[src/hdl/cpk_pkg.sv]
`timescale 1ns / 1ps

package cpk_pkg;

    // Parameter default
    localparam int MAX_RADIUS_DEF = 15;

    // Configuration register indexes
    localparam logic [2:0] REG_RADIUS   = 3'd0;
    localparam logic [2:0] REG_SIN_1    = 3'd1;
    localparam logic [2:0] REG_COS_1    = 3'd2;
    localparam logic [2:0] REG_SIN_2    = 3'd3;
    localparam logic [2:0] REG_COS_2    = 3'd4;
    localparam logic [2:0] REG_QUADRANT = 3'd5;

    // Result status codes
    localparam logic [1:0] STAT_OK       = 2'd0;
    localparam logic [1:0] STAT_BAD_ROW  = 2'd1;
    localparam logic [1:0] STAT_SUM_ZERO = 2'd2;

    // Datapath widths
    localparam int DIV_W   = 64;
    localparam int DCNT_W  = 6;
    localparam int MUL_W   = 32;

    // Quotient widths of the two divides
    localparam logic [DCNT_W-1:0] V_QBITS    = 6'd27;
    localparam logic [DCNT_W-1:0] COEF_QBITS = 6'd17;

    // Reciprocals for floor(v3/6) and floor(v4/24)
    localparam logic [MUL_W-1:0] RECIP6   = 32'd699051;
    localparam int               RECIP6_SH  = 22;
    localparam logic [MUL_W-1:0] RECIP24  = 32'd43691;
    localparam int               RECIP24_SH = 20;

    localparam int SQUARINGS = 8;

    typedef enum logic [3:0] {
        ST_IDLE,
        ST_AX1,
        ST_AX2,
        ST_DIVV,
        ST_M1,
        ST_M2,
        ST_M3,
        ST_M4,
        ST_M5,
        ST_M6,
        ST_SQ1,
        ST_SQ2,
        ST_WDONE,
        ST_DIVQ,
        ST_OUT
    } state_t;

    typedef struct packed {
        logic                 start;
        logic [DIV_W-1:0]     num;
        logic [DIV_W-1:0]     den;
        logic [DCNT_W-1:0]    qbits;
    } div_req_t;

    typedef struct packed {
        logic                 done;
        logic [DIV_W-1:0]     quo;
    } div_rsp_t;

endpackage

[src/hdl/cpk_div.sv]
`timescale 1ns / 1ps

// Restoring divider, one quotient bit per cycle, quotient must fit in qbits
module cpk_div (
    input  logic               aclk,
    input  logic               aresetn,
    input  cpk_pkg::div_req_t  req,
    output cpk_pkg::div_rsp_t  rsp
);

    logic [cpk_pkg::DIV_W-1:0]  rem_reg;
    logic [cpk_pkg::DIV_W-1:0]  dsh_reg;
    logic [cpk_pkg::DIV_W-1:0]  quo_reg;
    logic [cpk_pkg::DCNT_W-1:0] cnt_reg;
    logic                       busy_reg;
    logic                       done_reg;
    logic                       fits;

    assign fits = (rem_reg >= dsh_reg);

    // Control
    always_ff @(posedge aclk) begin
        if (!aresetn) begin
            busy_reg <= 1'b0;
            done_reg <= 1'b0;
        end else begin
            done_reg <= 1'b0;
            if (req.start) begin
                busy_reg <= 1'b1;
            end else if (busy_reg && cnt_reg == cpk_pkg::DCNT_W'(1)) begin
                busy_reg <= 1'b0;
                done_reg <= 1'b1;
            end
        end
    end

    // Datapath: shift divisor down, subtract where it fits
    always_ff @(posedge aclk) begin
        if (req.start) begin
            rem_reg <= req.num;
            dsh_reg <= req.den << (req.qbits - cpk_pkg::DCNT_W'(1));
            quo_reg <= '0;
            cnt_reg <= req.qbits;
        end else if (busy_reg) begin
            if (fits) begin
                rem_reg <= rem_reg - dsh_reg;
            end
            quo_reg <= {quo_reg[cpk_pkg::DIV_W-2:0], fits};
            dsh_reg <= dsh_reg >> 1;
            cnt_reg <= cnt_reg - cpk_pkg::DCNT_W'(1);
        end
    end

    assign rsp.done = done_reg;
    assign rsp.quo  = quo_reg;

endmodule

[src/hdl/corner_prototype_kernel_gen.sv]
`timescale 1ns / 1ps

// Sequence: a bad row's result is valid in the cycle after accept. Otherwise each kernel
// position outside the quadrant takes the two axis checks, and one inside it also takes
// a divide, the multiplies of the series and the repeated squarings, over all (2r+1)^2
// positions; then the same again plus a divide per emitted column.
// Throughput: one request at a time; the shared multiplier and divider set the pace.
// Reset: synchronous, active low; registers return to radius 4, quadrant 0, axes 0/90 deg.
module corner_prototype_kernel_gen #(
    parameter int MAX_RADIUS = cpk_pkg::MAX_RADIUS_DEF
) (
    input  logic        aclk,
    input  logic        aresetn,
    // row_index[4:0]
    input  logic [7:0]  s_tdata,
    input  logic        s_tvalid,
    output logic        s_tready,
    // coefficient[16:0], column_index[21:17]
    output logic [23:0] m_tdata,
    // status[1:0]
    output logic [1:0]  m_tuser,
    output logic        m_tvalid,
    input  logic        m_tready,
    output logic        m_tlast,
    input  logic        cfg_we,
    input  logic [2:0]  cfg_addr,
    input  logic [15:0] cfg_wdata
);

    localparam int RAD_W = $clog2(MAX_RADIUS + 1);
    localparam int CW    = RAD_W + 1;
    localparam int TW    = CW + 21;
    localparam int SUM_W = $clog2((2 * MAX_RADIUS + 1) * (2 * MAX_RADIUS + 1)) + 33;
    localparam int SQ_W  = $clog2(cpk_pkg::SQUARINGS);

    localparam logic signed [TW-1:0] POS_LIM = TW'(16384);
    localparam logic signed [TW-1:0] NEG_LIM = -TW'(16384);

    // Configuration registers
    logic [3:0]         radius_reg;
    logic signed [15:0] sin1_reg, cos1_reg, sin2_reg, cos2_reg;
    logic [1:0]         quad_reg;

    always_ff @(posedge aclk) begin
        if (!aresetn) begin
            radius_reg <= 4'd4;
            sin1_reg   <= 16'sd0;
            cos1_reg   <= 16'sd16384;
            sin2_reg   <= 16'sd16384;
            cos2_reg   <= 16'sd0;
            quad_reg   <= 2'd0;
        end else if (cfg_we) begin
            case (cfg_addr)
                cpk_pkg::REG_RADIUS:   radius_reg <= cfg_wdata[3:0];
                cpk_pkg::REG_SIN_1:    sin1_reg   <= cfg_wdata;
                cpk_pkg::REG_COS_1:    cos1_reg   <= cfg_wdata;
                cpk_pkg::REG_SIN_2:    sin2_reg   <= cfg_wdata;
                cpk_pkg::REG_COS_2:    cos2_reg   <= cfg_wdata;
                cpk_pkg::REG_QUADRANT: quad_reg   <= cfg_wdata[1:0];
                default: ;
            endcase
        end
    end

    // Sequencer state
    cpk_pkg::state_t state_reg, state_next;
    logic                       emit_reg, emit_next;
    logic [RAD_W-1:0]           r_reg, r_next;
    logic [2*RAD_W-1:0]         s2_reg, s2_next;
    logic                       szero_reg, szero_next;
    logic signed [CW-1:0]       x_reg, x_next, y_reg, y_next;
    logic signed [CW-1:0]       yrow_reg, yrow_next;
    logic [4:0]                 col_reg, col_next;
    logic [SUM_W-1:0]           sum_reg, sum_next;
    logic [cpk_pkg::MUL_W-1:0]  v_reg, v_next, v2_reg, v2_next, v3_reg, v3_next;
    logic [cpk_pkg::MUL_W-1:0]  v4_reg, v4_next, t6_reg, t6_next, e_reg, e_next;
    logic                       ok1_reg, ok1_next;
    logic [SQ_W-1:0]            sq_reg, sq_next;
    logic [16:0]                coef_reg, coef_next;
    logic [1:0]                 stat_reg, stat_next;
    logic                       last_reg, last_next;

    // Shared multiplier with registered product
    logic [cpk_pkg::MUL_W-1:0]   mul_a, mul_b;
    logic [2*cpk_pkg::MUL_W-1:0] prod_reg;

    always_ff @(posedge aclk) begin
        prod_reg <= mul_a * mul_b;
    end

    cpk_pkg::div_req_t div_req;
    cpk_pkg::div_rsp_t div_rsp;

    cpk_div u_div (
        .aclk    (aclk),
        .aresetn (aresetn),
        .req     (div_req),
        .rsp     (div_rsp)
    );

    // Axis distances, scaled by ten
    logic signed [TW-1:0] t1, t2, t1x10, t2x10;
    logic                 neg1, pos1, neg2, pos2, side1_pos, side2_pos, in1, in2;

    assign t1 = TW'(y_reg) * TW'(cos1_reg) - TW'(x_reg) * TW'(sin1_reg);
    assign t2 = TW'(y_reg) * TW'(cos2_reg) - TW'(x_reg) * TW'(sin2_reg);
    assign t1x10 = (t1 <<< 3) + (t1 <<< 1);
    assign t2x10 = (t2 <<< 3) + (t2 <<< 1);
    assign neg1 = (t1x10 <= NEG_LIM);
    assign pos1 = (t1x10 >= POS_LIM);
    assign neg2 = (t2x10 <= NEG_LIM);
    assign pos2 = (t2x10 >= POS_LIM);
    assign side1_pos = quad_reg[1];
    assign side2_pos = quad_reg[1] ^ quad_reg[0];
    assign in1 = side1_pos ? pos1 : neg1;
    assign in2 = side2_pos ? pos2 : neg2;

    // Effective radius and request checks
    logic [RAD_W-1:0] r_eff;
    logic [7:0]       row_ext;
    logic [7:0]       two_r;
    logic [RAD_W-1:0] sigma;
    logic [2*CW-1:0]  d2;
    logic [32:0]      e_poly;
    logic [cpk_pkg::MUL_W-1:0] e_sq;

    assign r_eff   = (32'(radius_reg) > 32'(MAX_RADIUS)) ? RAD_W'(MAX_RADIUS)
                                                          : RAD_W'(radius_reg);
    assign row_ext = 8'(s_tdata[4:0]);
    assign two_r   = 8'(r_eff) << 1;
    assign sigma   = r_eff >> 1;
    assign d2      = (2*CW)'(x_reg) * (2*CW)'(x_reg) + (2*CW)'(y_reg) * (2*CW)'(y_reg);
    assign e_poly  = 33'h080000000 - 33'(v_reg) + 33'(v2_reg >> 1) - 33'(t6_reg)
                   + 33'(prod_reg >> cpk_pkg::RECIP24_SH);
    assign e_sq    = cpk_pkg::MUL_W'((prod_reg + 64'h40000000) >> 31);

    always_ff @(posedge aclk) begin
        if (!aresetn) begin
            state_reg <= cpk_pkg::ST_IDLE;
        end else begin
            state_reg <= state_next;
        end
    end

    always_ff @(posedge aclk) begin
        emit_reg  <= emit_next;
        r_reg     <= r_next;
        s2_reg    <= s2_next;
        szero_reg <= szero_next;
        x_reg     <= x_next;
        y_reg     <= y_next;
        yrow_reg  <= yrow_next;
        col_reg   <= col_next;
        sum_reg   <= sum_next;
        v_reg     <= v_next;
        v2_reg    <= v2_next;
        v3_reg    <= v3_next;
        v4_reg    <= v4_next;
        t6_reg    <= t6_next;
        e_reg     <= e_next;
        ok1_reg   <= ok1_next;
        sq_reg    <= sq_next;
        coef_reg  <= coef_next;
        stat_reg  <= stat_next;
        last_reg  <= last_next;
    end

    // Next state and datapath control
    always_comb begin
        state_next = state_reg;
        emit_next  = emit_reg;
        r_next     = r_reg;
        s2_next    = s2_reg;
        szero_next = szero_reg;
        x_next     = x_reg;
        y_next     = y_reg;
        yrow_next  = yrow_reg;
        col_next   = col_reg;
        sum_next   = sum_reg;
        v_next     = v_reg;
        v2_next    = v2_reg;
        v3_next    = v3_reg;
        v4_next    = v4_reg;
        t6_next    = t6_reg;
        e_next     = e_reg;
        ok1_next   = ok1_reg;
        sq_next    = sq_reg;
        coef_next  = coef_reg;
        stat_next  = stat_reg;
        last_next  = last_reg;
        mul_a      = v_reg;
        mul_b      = v_reg;
        div_req.start = 1'b0;
        div_req.num   = cpk_pkg::DIV_W'(d2) << 22;
        div_req.den   = cpk_pkg::DIV_W'(s2_reg);
        div_req.qbits = cpk_pkg::V_QBITS;

        case (state_reg)
            // Take a request, screen the row, start the sum sweep
            cpk_pkg::ST_IDLE: begin
                if (s_tvalid) begin
                    r_next     = r_eff;
                    s2_next    = (2*RAD_W)'(sigma) * (2*RAD_W)'(sigma);
                    szero_next = (sigma == '0);
                    x_next     = -CW'(r_eff);
                    y_next     = -CW'(r_eff);
                    col_next   = 5'd0;
                    sum_next   = '0;
                    emit_next  = 1'b0;
                    if (row_ext > two_r) begin
                        coef_next  = '0;
                        stat_next  = cpk_pkg::STAT_BAD_ROW;
                        last_next  = 1'b1;
                        state_next = cpk_pkg::ST_OUT;
                    end else begin
                        state_next = cpk_pkg::ST_AX1;
                    end
                    // Stored row maps to y = r - row
                    yrow_next = CW'(r_eff) - CW'(s_tdata[4:0]);
                end
            end
            cpk_pkg::ST_AX1: begin
                ok1_next   = in1;
                state_next = cpk_pkg::ST_AX2;
            end
            cpk_pkg::ST_AX2: begin
                if (ok1_reg && in2 && !szero_reg) begin
                    div_req.start = 1'b1;
                    state_next    = cpk_pkg::ST_DIVV;
                end else begin
                    e_next     = '0;
                    state_next = cpk_pkg::ST_WDONE;
                end
            end
            cpk_pkg::ST_DIVV: begin
                if (div_rsp.done) begin
                    v_next     = cpk_pkg::MUL_W'(div_rsp.quo);
                    state_next = cpk_pkg::ST_M1;
                end
            end
            // Taylor terms of exp(-v), one multiply per cycle
            cpk_pkg::ST_M1: begin
                state_next = cpk_pkg::ST_M2;
            end
            cpk_pkg::ST_M2: begin
                v2_next    = cpk_pkg::MUL_W'(prod_reg >> 31);
                mul_a      = v2_next;
                state_next = cpk_pkg::ST_M3;
            end
            cpk_pkg::ST_M3: begin
                v3_next    = cpk_pkg::MUL_W'(prod_reg >> 31);
                mul_a      = v3_next;
                state_next = cpk_pkg::ST_M4;
            end
            cpk_pkg::ST_M4: begin
                v4_next    = cpk_pkg::MUL_W'(prod_reg >> 31);
                mul_a      = v3_reg;
                mul_b      = cpk_pkg::RECIP6;
                state_next = cpk_pkg::ST_M5;
            end
            cpk_pkg::ST_M5: begin
                t6_next    = cpk_pkg::MUL_W'(prod_reg >> cpk_pkg::RECIP6_SH);
                mul_a      = v4_reg;
                mul_b      = cpk_pkg::RECIP24;
                state_next = cpk_pkg::ST_M6;
            end
            cpk_pkg::ST_M6: begin
                e_next     = cpk_pkg::MUL_W'(e_poly);
                sq_next    = '0;
                state_next = cpk_pkg::ST_SQ1;
            end
            // Raise to the 256th power by repeated squaring
            cpk_pkg::ST_SQ1: begin
                mul_a      = e_reg;
                mul_b      = e_reg;
                state_next = cpk_pkg::ST_SQ2;
            end
            cpk_pkg::ST_SQ2: begin
                e_next  = e_sq;
                sq_next = sq_reg + SQ_W'(1);
                if (sq_reg == SQ_W'(cpk_pkg::SQUARINGS - 1)) begin
                    state_next = cpk_pkg::ST_WDONE;
                end else begin
                    state_next = cpk_pkg::ST_SQ1;
                end
            end
            // Accumulate, or normalize the emitted weight
            cpk_pkg::ST_WDONE: begin
                if (!emit_reg) begin
                    sum_next = sum_reg + SUM_W'(e_reg);
                    if (x_reg == CW'(r_reg)) begin
                        x_next = -CW'(r_reg);
                        if (y_reg == CW'(r_reg)) begin
                            if (sum_next == '0) begin
                                coef_next  = '0;
                                col_next   = 5'd0;
                                stat_next  = cpk_pkg::STAT_SUM_ZERO;
                                last_next  = 1'b1;
                                state_next = cpk_pkg::ST_OUT;
                            end else begin
                                emit_next  = 1'b1;
                                x_next     = CW'(r_reg);
                                y_next     = yrow_reg;
                                col_next   = 5'd0;
                                state_next = cpk_pkg::ST_AX1;
                            end
                        end else begin
                            y_next     = y_reg + CW'(1);
                            state_next = cpk_pkg::ST_AX1;
                        end
                    end else begin
                        x_next     = x_reg + CW'(1);
                        state_next = cpk_pkg::ST_AX1;
                    end
                end else begin
                    div_req.start = 1'b1;
                    div_req.num   = (cpk_pkg::DIV_W'(e_reg) << 16)
                                  + cpk_pkg::DIV_W'(sum_reg >> 1);
                    div_req.den   = cpk_pkg::DIV_W'(sum_reg);
                    div_req.qbits = cpk_pkg::COEF_QBITS;
                    state_next    = cpk_pkg::ST_DIVQ;
                end
            end
            cpk_pkg::ST_DIVQ: begin
                if (div_rsp.done) begin
                    coef_next  = div_rsp.quo[16:0];
                    stat_next  = cpk_pkg::STAT_OK;
                    last_next  = (x_reg == -CW'(r_reg));
                    state_next = cpk_pkg::ST_OUT;
                end
            end
            // Hold the beat until taken
            cpk_pkg::ST_OUT: begin
                if (m_tready) begin
                    if (last_reg) begin
                        state_next = cpk_pkg::ST_IDLE;
                    end else begin
                        col_next   = col_reg + 5'd1;
                        x_next     = x_reg - CW'(1);
                        state_next = cpk_pkg::ST_AX1;
                    end
                end
            end
            default: begin
                state_next = cpk_pkg::ST_IDLE;
            end
        endcase
    end

    assign s_tready = (state_reg == cpk_pkg::ST_IDLE);
    assign m_tvalid = (state_reg == cpk_pkg::ST_OUT);
    assign m_tdata  = {2'b00, col_reg, coef_reg};
    assign m_tuser  = stat_reg;
    assign m_tlast  = last_reg;

endmodule

[config.mk]
export PLATFORM = sky130hd
export DESIGN_NAME = corner_prototype_kernel_gen
export DESIGN_NICKNAME = d
export VERILOG_FILES = /design/src/hdl/cpk_pkg.sv /design/src/hdl/cpk_div.sv /design/src/hdl/corner_prototype_kernel_gen.sv
export SDC_FILE = /design/constraint.sdc
export NUM_CORES = 2
export LEC_CHECK = 0
export BUFFER_PORTS_ARGS = -buffer_cell sky130_fd_sc_hd__buf_2
export CORE_ASPECT_RATIO = 1.25
export CORE_MARGIN = 5
export CORE_UTILIZATION = 50
export CTS_BUF_LIST = sky130_fd_sc_hd__clkbuf_16
export DETAILED_ROUTE_END_ITERATION = 8
export PLACE_DENSITY = 0.67
export SLEW_MARGIN = 0
export SYNTH_ARGS = -nofsm -noshare
export SYNTH_HDL_FRONTEND = slang
export SYNTH_SLANG_ARGS = --single-unit
[constraint.sdc]
create_clock -name aclk -period 12.3 [get_ports aclk]
set_input_delay 2.46 -clock aclk [delete_from_list [all_inputs] [get_ports aclk]]
set_output_delay 2.46 -clock aclk [all_outputs]
set_load 0.01 [all_outputs]
# Word-level counts from Yosys, hierarchy flattened
# Index checks and enable logic that the tools add are counted.
[word_totals]
input_bits = 32
regBits = 598
wordCells = 232
out_inout_bits = 29
[op_classes]
eq_ne = 36
reduce_logical = 35
bitwise = 2
n_lt_le_gt_ge = 6
n_mux = 87
addsub = 23
n_mul = 8
shift = 1
[op_table]
columns = ["cell", "n"]
rows = [
  ["$mux 64", 5],
  ["$pmux 32 s3", 2],
  ["$mux 135", 1],
  ["$mux 134", 1],
  ["$pmux 32 s4", 1],
  ["$mux 17", 7],
  ["$mux 43", 2],
  ["$pmux 43 s2", 1],
  ["$mux 5", 17],
  ["$mul 5x16->21", 4],
  ["$ge 64x64->1", 1],
  ["$shl 64x6->64", 1],
  ["$sub 64x64->64", 1],
  ["$add 63x31->63 const B", 1],
  ["$mul 32x32->63", 1],
  ["$pmux 4 s15", 1],
  ["$add 25x23->26", 2],
  ["$ge 26x16->1 const B", 2],
  ["$le 26x15->1 const B", 2],
  ["$pmux 17 s3", 1],
  ["$add 48x42->49", 1],
  ["$sub 21x21->22", 2],
  ["$add 43x32->43", 1],
  ["$logic_not 43->1", 1],
  ["other kinds (55)", 139],
]

# Logic depth before layout (Yosys ltp)
[logic_depth]
word_depth = 11
mapped_depth = 42
ltp_nobuf = 37

# Cells and area by module
# From an unflattened synthesis, not the netlist that was laid out.
[hier_totals]
cells_unflattened = 9500
area_unflattened_um2 = 85892.4
[modules_own_cells]
columns = ["mod", "area_each_um2", "cells_each", "seq_area_each_um2", "instances"]
rows = [
  ["corner_prototype_kernel_gen", 70552.7, 7760, 10990.5, 1],
  ["cpk_div", 15339.7, 1740, 5345.1, 1],
]

# Worst setup path before layout
# No wires, ideal clock.
[synth_timing]
kind = "reg2reg"
startpoint = "reg y_reg[3]"
endpoint = "reg u_div.cnt_reg[0] (netlist bit), enable pin"
stages_incl_launch_ff = 36
n_path_buf = 3
path_slack_ns = 2.395
setup_ns = 0.432
period_less_slack_ns = 9.905
arrival_time_ns = 9.473
required_time_ns = 11.868
cell_sequence = "edfxtp_1 clkbuf_1 buf_1 nand2_1 fa_1 fa_1 fa_1 fa_1 fa_1 inv_1 ha_1 nor2b_1 o21ai_0 a21boi_0 o21ai_0 a21boi_0 o21ai_0 a21oi_1 o21ai_0 a21oi_1 o21ai_0 a21boi_0 nor3_1 nor2_1 ha_1 nor2b_1 or4_1 o21ai_0 a31o_1 nor2_1 a311oi_1 nor4_2 a2bb2oi_2 o21ai_2 buf_2 or2_1"
[synth_via]
elab_chain_len = 10
elab_cells_between_ends = 11
cone_classes = "2 x add/sub; 1 x mul; 2 x order compare; 3 x mux; 3 x reduce/logical"
[synth_rtl]
columns = ["element", "line_no", "source"]
rows = [
  ["start: declaration", "corner_prototype_kernel_gen.sv:71", "logic signed [CW-1:0] x_reg, x_next, y_reg, y_next;"],
  ["start signal: assignment", "corner_prototype_kernel_gen.sv:151", "y_reg <= y_next;"],
  ["$mul 5x16->21 (*)", "corner_prototype_kernel_gen.sv:106", "assign t2 = TW'(y_reg) * TW'(cos2_reg) - TW'(x_reg) * TW'(sin2_reg);"],
  ["$sub 21x21->22 (*)", "corner_prototype_kernel_gen.sv:106", ""],
  ["$add 25x23->26 (*)", "corner_prototype_kernel_gen.sv:108", "assign t2x10 = (t2 <<< 3) + (t2 <<< 1);"],
  ["$le 26x15->1 or $ge 26x16->1 (tied branches)", "corner_prototype_kernel_gen.sv:111, corner_prototype_kernel_gen.sv:112", ""],
  ["$mux 1 (*)", "corner_prototype_kernel_gen.sv:116", "assign in2 = side2_pos ? pos2 : neg2;"],
  ["$logic_and 1x1->1 (*) (2 in a row)", "corner_prototype_kernel_gen.sv:227", "if (ok1_reg && in2 && !szero_reg) begin"],
  ["$mux 1 (*)", "corner_prototype_kernel_gen.sv:227", ""],
  ["$pmux 1 s2 (*)", "corner_prototype_kernel_gen.sv:198", "case (state_reg)"],
  ["$reduce_bool 2->1 (no source line) (*)", "n/a", ""],
  ["end signal: assignment", "cpk_div.sv:43", "cnt_reg <= req.qbits;"],
  ["end signal: assignment", "cpk_div.sv:50", "cnt_reg <= cnt_reg - cpk_pkg::DCNT_W'(1);"],
  ["end: declaration", "cpk_div.sv:14", "logic [cpk_pkg::DCNT_W-1:0] cnt_reg;"],
]
# Mark *: on every way between the ends. The rest lies on a longest branch, timed or not.
# A chain may end at the register's enable or synchronous reset.

# Worst setup path after layout
[layout_timing]
startpoint = "reg state_reg[2]"
endpoint = "reg prod_reg[59] (netlist bit)"
[layout_via]
elab_chain_len = 4
elab_cells_between_ends = 9
cone_classes = "1 x mul; 5 x eq/ne; 2 x mux; 1 x reduce/logical"
[layout_rtl]
columns = ["element", "line_no", "source"]
rows = [
  ["start: declaration", "corner_prototype_kernel_gen.sv:66", "cpk_pkg::state_t state_reg, state_next;"],
  ["start signal: assignment", "corner_prototype_kernel_gen.sv:139", "state_reg <= cpk_pkg::ST_IDLE;"],
  ["start signal: assignment", "corner_prototype_kernel_gen.sv:141", "state_reg <= state_next;"],
  ["$eq 4x3->1", "corner_prototype_kernel_gen.sv:198", ""],
  ["$reduce_or 2->1 (no source line)", "n/a", ""],
  ["$pmux 32 s4", "corner_prototype_kernel_gen.sv:198", ""],
  ["$mul 32x32->63 (*)", "corner_prototype_kernel_gen.sv:88", "prod_reg <= mul_a * mul_b;"],
  ["end signal: assignment", "corner_prototype_kernel_gen.sv:88", ""],
  ["end: declaration", "corner_prototype_kernel_gen.sv:85", "logic [2*cpk_pkg::MUL_W-1:0] prod_reg;"],
]
# Marks and branches as above.

==> metrics.md <==
| Metric | Value |
|---|---|
| Routed WL | `225 mm` |
| Core area | `158000 um^2` |
| Class of the most critical setup path | `reg -> reg` |
| First-pass GRT wire length | `354 mm` |
| Number of synthesized flops with an enable pin | `422` |
| Main synth FF type | `edfxtp_1` |
| Largest net degree at the start of global routing | `95` |
| Wire length per cell | `21.2 um` |
| Worst min path class | `reg -> reg` |
| Worst-path clk slew | `70 ps` |
| Filler Cells Inserted | `14300` |
| PostCTS Resize Cnt | `0` |
| Worst path required time | `12850 ps` |
| Number of global-route vias before repair | `63500` |
| Slew @ Worst Pin | `1330 ps` |
| Final-report max-slew violation count | `0` |
| # setup viols final | `0` |
| Nets | `10400` |
| Commonest non-fill, non-tap cell in the layout | `inv_1` |
| Gate Count Post-Synth | `8593` |
| Synth warn | `0` |
| Hold Startpoint | `u_div.quo_reg[31]$_SDFFE_PP0P_` |
| CTS tree | `yes` |
| Worst setup margin | `1330 ps` |
| Final TNS setup | `0 ps` |
| Most used cell, CP | `fa_1` |
| Dpl cells | `10500` |
| Failing checks | `DRC` |
| Max_cap viols | `0` |
| Worst Path Arrival | `11520 ps` |
| Fraction of registers with async set/reset | `0%` |
| Initial Util | `50.4%` |
| Die W | `367 um` |
| Post-DP HPWL | `179 mm` |
| Tmin final | `10970 ps` |
| Root buffer cell | `clkbuf_16` |
| Routed Antenna Nets | `0` |
| Largest stage delay, worst path | `1050 ps` |
| Clock latency on the worst-skew pair | `690 ps` |
| Initial antenna violation count | `11` |
| Crit path max fanout | `30` |
| Period utilisation layout | `89.2%` |
| Sequential cell area | `15700 um^2` |
| Die H | `456 um` |
| Share of post-route cells with drive strength above 1 | `5.16%` |
| Row Count | `163` |
| Flop and latch count out of synthesis | `573` |
| Post-CTS setup repair buffer count | `0` |
| Critical Path Source | `state_reg[2]$_SDFFE_PN0P_` |
| Multi-input logic area | `57300 um^2` |
| Reg2reg start | `state_reg[2]$_SDFFE_PN0P_` |
| Die area | `167000 um^2` |
| CTS Buf Count | `57` |
| Mean cell area of the mapped netlist | `9.27 um^2` |
| Fmax | `91.2 MHz` |
| Non-filler cells, final | `10600` |
| Sequential share of the synthesized area | `19.7%` |
| Outcome | `finished with violations` |
| Commonest non-fill, non-tap cells in the layout | `inv_1 (1546), fa_1 (1275), nand2_1 (1270), ha_1 (619), nor2_1 (478)` |
| Remaining DRCs | `1` |
| Area grow syn2layout | `6.31%` |
| RSZ-0062 raised after global routing | `false` |
| GR Overflow Total | `0` |
| Fin. Hold Viols | `0` |
| Mapped Area | `79700 um^2` |
| Hold_buf cts | `0` |
| Relative slew slack | `11.0%` |
| Clock Skews | `67.2 ps` |
| Htree depth | `2` |
| Port Buffers | `55` |
| Startpoint Class | `flop` |
| Gpl congestion | `0.930` |
| Clk sinks | `573` |
| Worst setup EP type | `flop` |
| Setup WS pre-CTS | `1490 ps` |
| Clk buf depth | `3` |
| Via/cell ratio | `5.68` |
| Via count | `60200` |
| Worst path slowest cell | `o21ai_2` |
| GRT Overall Usage | `26.7%` |
| DR iter-0 viols | `4390` |
| Drt pass-1 iters | `9` |
| Cell variety after synth | `100` |
| I/O pins | `61` |
-- logic make-up after synthesis --
| group | synth area share, % |
|---|---|
| adders and majority gates | 41.8 |
| buffers and inverters | 8.97 |
| muxes | 1.05 |
| DFF | 19.7 |
| xor gates and xnor gates | 3.75 |
| other | 0.00471 |
| and+or+nand+nor | 14.7 |
| AOI/OAI and AO/OA | 10.1 |
-- layout make-up --
class	instances	area share, %
timing repair buffer	197	1.58
clock inverter	47	0.554
multi-input combinational	6127	67.7
antenna	7	0.0207
sequential	573	18.5
tap	2062	3.05
inverter	1537	6.81
clock buffer	60	1.77
-- critical path, delay by kind of cell, from the launching register on --
kind | cells | cell delay [ps]
flops | 1 | 310
buf+inv | 10 | 1530
simple gates | 3 | 980
fa+ha+maj | 9 | 4300
compound gates | 11 | 3580
xor+xnor | 1 | 130
-- per-layer routing --
metal / track usage, % / wire [um] / up-vias
li1: - / - / 27100
met1: 32.9 / 86000 / 30300
met2: 46.7 / 111000 / 2159
met3: 3.91 / 15500 / 592
met4: 11.8 / 12200 / 8
met5: 0 / 54 / -
-- metrics by stage --
step | hold WS [ps] | util (%) | instance area [um^2]
floorplan | 408 | - | 79700
CTS | 452 | 53.6 | 84700
global placement | 419 | 52.3 | 82700
global route | 454 | 53.6 | 84700
finish | 451 | 53.6 | 84700
detailed placement | 443 | 52.3 | 82700
-- Yosys cell counts (22+ instances only) --
cell type	n	area, um^2
xor2_1	130	1140
ha_1	619	7740
o21ai_0	170	851
a21boi_0	72	541
clkbuf_1	325	1220
a31oi_1	34	213
a211oi_1	29	218
nor2b_1	153	957
nand3_1	82	410
o21bai_1	39	293
inv_1	1535	5760
o22ai_1	58	363
nand2_1	1272	4770
fa_1	1275	25500
o21ai_1	81	405
nor3_1	69	345
o21a_1	43	323
a22oi_1	22	165
mux2_2	22	248
dfxtp_1	151	3020
a21oi_1	307	1540
xnor2_1	211	1850
nand2b_1	61	382
o31ai_1	52	390
o211ai_1	23	173
and2_1	288	1800
edfxtp_1	422	12700
nand4_1	39	244
a21o_1	130	976
mux2i_1	59	591
and3_1	44	275
nor2_1	483	1810
-- path summary, 6_finish.rpt --
kind,cells after the start,slack [ps],endpoint
max reg2reg,34,1330,prod_reg[59]$_DFF_P_
max,34,1330,prod_reg[59]$_DFF_P_
min reg2reg,0,450,v_reg[31]$_DFFE_PP_
min,0,450,v_reg[31]$_DFFE_PP_
Power is not shown: default switching activity piles up to over one toggle a cycle in this logic, so the estimate is an artifact.
